[config.mk]
export PLATFORM = sky130hd
export DESIGN_NAME = acps_dist
export DESIGN_NICKNAME = d
export VERILOG_FILES = /design/src/rtl/acps_pkg.sv /design/src/rtl/acps_dist.sv
export SDC_FILE = /design/constraint.sdc
export NUM_CORES = 2
export LEC_CHECK = 0
export BUFFER_PORTS_ARGS = -buffer_cell sky130_fd_sc_hd__buf_4
export CORE_ASPECT_RATIO = 0.5
export CORE_UTILIZATION = 48
export CTS_BUF_LIST = sky130_fd_sc_hd__clkbuf_16
export DETAILED_ROUTE_END_ITERATION = 7
export GPL_TIMING_DRIVEN = 0
export PLACE_DENSITY = 0.73
export SLEW_MARGIN = 30
export SYNTH_ARGS = -nofsm -noshare
export SYNTH_HDL_FRONTEND = slang
export SYNTH_SLANG_ARGS = --single-unit
[constraint.sdc]
create_clock -name aclk -period 8.7 [get_ports aclk]
set_input_delay 0 -clock aclk [delete_from_list [all_inputs] [get_ports aclk]]
set_output_delay 0 -clock aclk [all_outputs]
set_load 0.005 [all_outputs]
[src/rtl/acps_pkg.sv]
// Shared types, register codes and colour mixing for the antialiased circle shader.
// No dependencies; the files that use it refer to it by scoped names.
package acps_pkg;

    localparam int COORD_W = 12;
    localparam logic [16:0] ALPHA_ONE = 17'h10000;
    localparam logic [16:0] ALPHA_MIN = 17'd655;

    localparam logic [2:0] REG_CENTER_X      = 3'd0;
    localparam logic [2:0] REG_CENTER_Y      = 3'd1;
    localparam logic [2:0] REG_RADIUS        = 3'd2;
    localparam logic [2:0] REG_THICKNESS     = 3'd3;
    localparam logic [2:0] REG_FILL_ARGB     = 3'd4;
    localparam logic [2:0] REG_BORDER_ARGB   = 3'd5;
    localparam logic [2:0] REG_PAINT_ENABLES = 3'd6;
    localparam logic [2:0] REG_PIXEL_ORDER   = 3'd7;

    localparam logic [1:0] MODE_FILL   = 2'd0;
    localparam logic [1:0] MODE_BORDER = 2'd1;
    localparam logic [1:0] MODE_BOTH   = 2'd2;

    typedef struct packed {
        logic [11:0] cx;
        logic [11:0] cy;
        logic [11:0] radius;
        logic [7:0]  thick;
        logic [31:0] fill;
        logic [31:0] border;
        logic [1:0]  enables;
        logic        order;
    } cfg_t;

    typedef struct packed {
        logic [COORD_W-1:0] x;
        logic [COORD_W-1:0] y;
        logic [31:0]        bg;
        logic               go;
        logic [1:0]         mode;
    } side_t;

    // (k*a + (1-k)*b) >> 16 with k in Q16
    function automatic logic [7:0] mix_byte(input logic [16:0] k, input logic [7:0] a,
                                            input logic [7:0] b);
        logic [24:0] s;
        s = 25'(k) * 25'(a) + 25'(ALPHA_ONE - k) * 25'(b);
        return s[23:16];
    endfunction

endpackage

[src/rtl/acps_dist.sv]
// Distance front end: bounding box, squared distance and pipelined integer square root.
// Depends on acps_pkg.
module acps_dist #(
    parameter int COORD_BITS = 12
) (
    input  logic                         aclk,
    input  logic                         aresetn,
    input  logic                         en,
    input  logic                         in_valid,
    input  acps_pkg::side_t              in_side,
    input  acps_pkg::cfg_t               cfg,
    output logic                         out_valid,
    output acps_pkg::side_t              out_side,
    output logic signed [COORD_BITS+9:0] out_d
);
    localparam int CW = (COORD_BITS < 12) ? COORD_BITS : 12;
    localparam int AW = COORD_BITS + 8;
    localparam int SW = 2 * AW + 1;
    localparam int NS = COORD_BITS + 9;

    logic [COORD_BITS-1:0] px, py, cx, cy, rad, adx, ady;
    logic signed [COORD_BITS:0] dx, dy;
    logic [COORD_BITS:0] lim;
    logic [AW-1:0] ax_next, ay_next, ax_reg, ay_reg;
    logic fill_on, border_on;
    acps_pkg::side_t side0_next;

    assign px  = COORD_BITS'(in_side.x);
    assign py  = COORD_BITS'(in_side.y);
    assign cx  = COORD_BITS'(cfg.cx[CW-1:0]);
    assign cy  = COORD_BITS'(cfg.cy[CW-1:0]);
    assign rad = COORD_BITS'(cfg.radius[CW-1:0]);
    assign dx  = $signed({1'b0, px}) - $signed({1'b0, cx});
    assign dy  = $signed({1'b0, py}) - $signed({1'b0, cy});
    assign adx = dx[COORD_BITS] ? COORD_BITS'(-dx) : dx[COORD_BITS-1:0];
    assign ady = dy[COORD_BITS] ? COORD_BITS'(-dy) : dy[COORD_BITS-1:0];
    assign lim = {1'b0, rad} + (COORD_BITS+1)'(2);
    assign ax_next = dx[COORD_BITS] ? {adx - COORD_BITS'(1), 8'h80} : {adx, 8'h80};
    assign ay_next = dy[COORD_BITS] ? {ady - COORD_BITS'(1), 8'h80} : {ady, 8'h80};
    assign fill_on   = cfg.enables[0];
    assign border_on = cfg.enables[1] && (cfg.thick != 8'd0);

    always_comb begin
        side0_next = in_side;
        side0_next.go = (fill_on || border_on) && ({1'b0, adx} <= lim) && ({1'b0, ady} <= lim);
        if (border_on && fill_on) begin
            side0_next.mode = acps_pkg::MODE_BOTH;
        end else if (border_on) begin
            side0_next.mode = acps_pkg::MODE_BORDER;
        end else begin
            side0_next.mode = acps_pkg::MODE_FILL;
        end
    end

    logic v0_reg, v1_reg;
    acps_pkg::side_t side0_reg, side1_reg;
    logic [2*AW-1:0] sqx_reg, sqy_reg;

    always_ff @(posedge aclk) begin
        if (!aresetn) begin
            v0_reg <= 1'b0;
            v1_reg <= 1'b0;
        end else if (en) begin
            v0_reg <= in_valid;
            v1_reg <= v0_reg;
        end
    end

    always_ff @(posedge aclk) begin
        if (en) begin
            side0_reg <= side0_next;
            ax_reg    <= ax_next;
            ay_reg    <= ay_next;
            side1_reg <= side0_reg;
            sqx_reg   <= (2*AW)'(ax_reg) * (2*AW)'(ax_reg);
            sqy_reg   <= (2*AW)'(ay_reg) * (2*AW)'(ay_reg);
        end
    end

    logic [SW-1:0]   sv_reg   [0:NS];
    logic [SW:0]     sr_reg   [0:NS];
    logic            sval_reg [0:NS];
    acps_pkg::side_t sside_reg[0:NS];

    always_ff @(posedge aclk) begin
        if (!aresetn) begin
            sval_reg[0] <= 1'b0;
        end else if (en) begin
            sval_reg[0] <= v1_reg;
        end
    end

    always_ff @(posedge aclk) begin
        if (en) begin
            sv_reg[0]    <= SW'(sqx_reg) + SW'(sqy_reg);
            sr_reg[0]    <= '0;
            sside_reg[0] <= side1_reg;
        end
    end

    for (genvar s = 0; s < NS; s++) begin : g_root
        localparam int K = NS - 1 - s;
        logic [SW:0]   bit_w, sum_w, r_next;
        logic [SW-1:0] v_next;

        assign bit_w = (SW+1)'(1) << (2 * K);
        assign sum_w = sr_reg[s] + bit_w;

        always_comb begin
            if ({1'b0, sv_reg[s]} >= sum_w) begin
                v_next = SW'({1'b0, sv_reg[s]} - sum_w);
                r_next = (sr_reg[s] >> 1) + bit_w;
            end else begin
                v_next = sv_reg[s];
                r_next = sr_reg[s] >> 1;
            end
        end

        always_ff @(posedge aclk) begin
            if (!aresetn) begin
                sval_reg[s+1] <= 1'b0;
            end else if (en) begin
                sval_reg[s+1] <= sval_reg[s];
            end
        end

        always_ff @(posedge aclk) begin
            if (en) begin
                sv_reg[s+1]    <= v_next;
                sr_reg[s+1]    <= r_next;
                sside_reg[s+1] <= sside_reg[s];
            end
        end
    end

    logic [NS-1:0] root;
    logic signed [COORD_BITS+9:0] d_next, d_reg;
    logic dv_reg;
    acps_pkg::side_t dside_reg;

    assign root   = sr_reg[NS][NS-1:0];
    assign d_next = $signed({1'b0, root}) - $signed({2'b00, rad, 8'h00});

    always_ff @(posedge aclk) begin
        if (!aresetn) begin
            dv_reg <= 1'b0;
        end else if (en) begin
            dv_reg <= sval_reg[NS];
        end
    end

    always_ff @(posedge aclk) begin
        if (en) begin
            d_reg     <= d_next;
            dside_reg <= sside_reg[NS];
        end
    end

    assign out_valid = dv_reg;
    assign out_side  = dside_reg;
    assign out_d     = d_reg;

endmodule

# == Yosys cells after proc, flatten, opt, wreduce, memory -nomap -nowiden ==
# Memory sizes are Yosys's and may differ from the RTL's. A register that Yosys moved wholly into a read port is not among the register bits.
# Cells that the tools add are included.
# word_totals
regBits,262
in_bits,174
output_inout_bits,82
memories,4
word_cells,221
mem_bits_rw,3146
# classes
muxes,74
reduce_logical,7
order_cmp,23
bitwise,22
add_sub_neg,72
n_mul,2
# mem_list
memory,depth,width,rd,rd_ports_with_merged_regs,wr,line,rtl
sside_reg,22,59,22,1,22,acps_dist.sv:83,acps_pkg::side_t sside_reg[0:NS];
sr_reg,22,42,22,0,22,acps_dist.sv:81,logic [SW:0] sr_reg [0:NS];
sv_reg,22,41,21,0,22,acps_dist.sv:80,logic [SW-1:0] sv_reg [0:NS];
sval_reg,22,1,22,1,22,acps_dist.sv:82,logic sval_reg [0:NS];
# ops
op,n
41-bit by 42-bit greater-or-equal comparator with 1-bit output,21
42-bit 2-to-1 mux,21
41-bit 2-to-1 mux,21
41-bit subtractor,21
20-bit by 20-bit multiplier with 40-bit output,2
41-bit by 1-bit adder with 42-bit output (second input constant),1
41-bit by 11-bit adder with 42-bit output (second input constant),1
41-bit by 13-bit adder with 42-bit output (second input constant),1
41-bit by 15-bit adder with 42-bit output (second input constant),1
41-bit by 17-bit adder with 42-bit output (second input constant),1
41-bit by 19-bit adder with 42-bit output (second input constant),1
41-bit by 21-bit adder with 42-bit output (second input constant),1
41-bit by 23-bit adder with 42-bit output (second input constant),1
41-bit by 25-bit adder with 42-bit output (second input constant),1
41-bit by 27-bit adder with 42-bit output (second input constant),1
41-bit by 29-bit adder with 42-bit output (second input constant),1
41-bit by 3-bit adder with 42-bit output (second input constant),1
41-bit by 31-bit adder with 42-bit output (second input constant),1
41-bit by 33-bit adder with 42-bit output (second input constant),1
41-bit by 35-bit adder with 42-bit output (second input constant),1
41-bit by 37-bit adder with 42-bit output (second input constant),1
41-bit by 39-bit adder with 42-bit output (second input constant),1
41-bit by 41-bit adder with 42-bit output (second input constant),1
41-bit by 5-bit adder with 42-bit output (second input constant),1
other kinds (38),95

# == Longest topological paths before layout ==
# logic_depth
ltp_word,6
mapped_depth,27

# == Least setup slack after synthesis ==
# Ideal clock, no wire load.
# synth_timing
kind,reg-to-reg
from,register ax_reg[10]
to,register sqx_reg[39] (data pin)
n_path_buf,1
period_less_slack_ns,6.685
setup_ns,0.258
required_time_ns,8.442
t_arrival_ns,6.427
slack_ns,2.015
path_stages_with_launch,25
path_cell_list,edfxtp_1 > clkbuf_1 > inv_1 > nor2_1 > inv_1 > fa_1 > fa_1 > inv_1 > fa_1 > inv_1 > fa_1 > fa_1 > inv_1 > ha_1 > ha_1 > ha_1 > a2111oi_0 > o21ai_0 > a41oi_1 > o2111ai_1 > a31oi_1 > nor2b_1 > o21a_1 > o41a_1 > xnor2_1
# synth_via
elab_chain_cells,1
# synth_rtl
element,line,rtl
start: declaration,acps_dist.sv:24,"logic [AW-1:0] ax_next, ay_next, ax_reg, ay_reg;"
start signal: assignment,acps_dist.sv:72,ax_reg <= ax_next;
20-bit by 20-bit multiplier with 40-bit output,acps_dist.sv:75,sqx_reg <= (2*AW)'(ax_reg) * (2*AW)'(ax_reg);
end signal: assignment,acps_dist.sv:75,
end: declaration,acps_dist.sv:57,"logic [2*AW-1:0] sqx_reg, sqy_reg;"
# No other way between the ends.
# A chain may end at the register's enable or synchronous reset.

# == Worst setup path in the final report ==
# layout_timing
from,register ax_reg[15]
to,register sqx_reg[39] (data pin)
# Same word-level chain as after synthesis.

==> results_dict.tcl <==
set metrics [dict create \
    grt_overflow 0 \
    grt_pass1_wl_um 259000 \
    tightest_slew_ps 882 \
    hold_buffers 146 \
    r2r_slack_ps 840 \
    cts-resized-gates 0 \
    num-fill-cells 15900 \
    drc 0 \
    cp.arrival_ps 8380 \
    rr_endpoint "sqx_reg[39]" \
    r2r-start "ax_reg[15]" \
    cts_buffers 207 \
    fin_hold_ws_ps 63.5 \
    hp-class "in2reg" \
    critPathCaptureType "flip-flop" \
    hpwl_um 103000 \
    min_period_over_period_pct 90.4 \
    ys_seq_area_share_pct 70.9 \
    cts_tree "built" \
    max_freq_mhz 127 \
    fin_worst_skew_ps 93.2 \
    synth_nets 7428 \
    die_x_um 652 \
    start_kind "flip-flop" \
    gp_congestion 0.860 \
    viasPerCell 5.01 \
    layout.area.seq_mm2 0.0718 \
    report.final.slew_viol_count 0 \
    place_area_mm2 0.107 \
    rows 118 \
    die_h_um 327 \
    drtIter0Drc 3235 \
    fin_ws_ps 838 \
    grt_max_degree 154 \
    cp.required_ps 9220 \
    ios 256 \
    syn_to_final_growth_pct 13.6 \
    finalHoldViolCount 0 \
    portBuffers 187 \
    drive_gt1_share_pct 8.26 \
    multiInputGateArea_mm2 0.0264 \
    layout_min_cycle_time_ps 7860 \
    synth_edf_count 2388 \
    ys_ff_latch 2392 \
    hold_path_end "ay_reg[19]" \
    cap_violations 0 \
    yosys.area.top_type "edfxtp_1" \
    most-common-layout-cells "edfxtp_1 (2388), inv_1 (780), ha_1 (534), nand2_1 (338), nor2_1 (334)" \
    rsz0062_at_grt "no" \
    dieArea_mm2 0.213 \
    dr.pass1.iters 8 \
    min_from "cfg[98]" \
    gr-usage-all-layers_pct 15.0 \
    syn-cell-area_mm2 0.101 \
    antenna_left 0 \
    cts_setup_buffers 0 \
    yosysTopAreaCellShare_pct 70.8 \
    r2r_cells 24 \
    routed_wl_um 159000 \
    netlist_instances 6514 \
    clock_latency_ps 870 \
    whs_path_depth 5 \
    slew_headroom_pct 39.7 \
    postSynthAreaPerCell_um2 15.5 \
    async_flop_share_pct 0 \
    synth_ff_type "edfxtp_1" \
    ys_types 90 \
    largest_reg_flops 1298 \
    tns_ps 0 \
    cts.sinks 2392 \
    grt_pass1_vias 51300 \
    cts-root-buf "clkbuf_16" \
    crit_type "reg2reg" \
    preCtsSetupSlack_ps 876 \
    vias 50400 \
    max-clock-path-buffers 4 \
    yosys_warnings 0 \
    fin_area_mm2 0.115 \
    clk_pin_slew_ps 70 \
    antenna_found_initial 1 \
    wl_per_cell_um 15.9 \
    setup_viol 0 \
    final_common_cell "edfxtp_1" \
    path_max_fanout 8 \
    layout.nets 7989 \
    synth.area.top_cells "edfxtp_1 (71%), ha_1 (6.6%), fa_1 (4.1%), inv_1 (2.8%), xnor2_1 (2.1%)" \
    status "completed" \
    initial_core_util_pct 48.6 \
    core_area_mm2 0.208 \
    ctsHtreeMaxLevel 4 \
]
-- stage by stage --
stage	utilization, %	cells
4_1_cts	55.2	10100
3_3_place_gp	51.0	9521
3_5_place_dp	51.2	9540
2_1_floorplan	-	6514
5_1_grt	55.2	10100
6_report	55.2	10100
-- area by class of cell --
type,instances,area share [%]
Clock inverter,159,1.32
Buffer,77,0.255
Sequential cell,2392,62.4
Tap cell,2820,3.07
Inverter,759,2.48
Antenna cell,1,0.00218
Timing Repair Buffer,352,2.96
Multi-Input combinational cell,3286,22.9
Clock buffer,211,4.59
-- logic make-up after synthesis --
kind of cell	count (synthesis)	share of synthesized area, %
DFF	2392	70.9
and+or+nand+nor	1232	5.85
AOI/OAI and AO/OA	845	5.32
buffers and inverters	836	3.10
adders and majority gates	740	10.7
xor gates and xnor gates	415	3.59
muxes	54	0.586
-- worst max-delay path by stage --
stage,start,end,cells after the start
3_3_place_gp,en,out_side[21],1
6_report,ax_reg[15],sqx_reg[39],24
5_1_grt,ax_reg[15],sqx_reg[39],24
4_1_cts,ax_reg[15],sqx_reg[39],24
3_5_place_dp,ax_reg[15],sqx_reg[39],24
2_1_floorplan,ax_reg[10],sqx_reg[39],24
-- critical path, stage by stage, from the launching register on --
cell,delay [ps]
edfxtp_1,480
clkbuf_1,480
inv_1,320
nor2_1,250
inv_1,80
fa_1,510
fa_1,540
inv_1,60
fa_1,500
inv_1,50
fa_1,460
fa_1,550
inv_1,40
ha_1,290
ha_1,300
ha_1,360
a2111oi_0,410
o21ai_0,230
a41oi_1,410
o2111ai_1,200
a31oi_1,290
nor2b_1,80
o21a_1,190
o41a_1,330
xnor2_1,150
-- cell usage after synthesis, drive strengths merged (29+ instances only) --
library cell	number
a211oi	33
a21boi	30
a21o	68
a21oi	233
a31oi	29
and3	41
clkbuf	70
edfxtp	2388
fa	206
ha	534
inv	752
mux2	42
nand2	339
nand2b	56
nand3	66
nor2	334
nor2b	45
nor3	113
nor4	47
o21a	65
o21ai	213
o31ai	41
or2	37
or3	47
xnor2	243
xor2	172
-- layer usage --
metal  vias up  share of wire, %  track usage, %
li1      24800                 -               -
met1     24400                43            18.8
met2       847                51            26.9
met3       316               3.8            2.42
met4         0               2.7            4.39
met5         -                 0               0
Power is left out: the tool's default activity adds up to more than one toggle a clock period on the data nets, which glitch-free logic cannot reach.
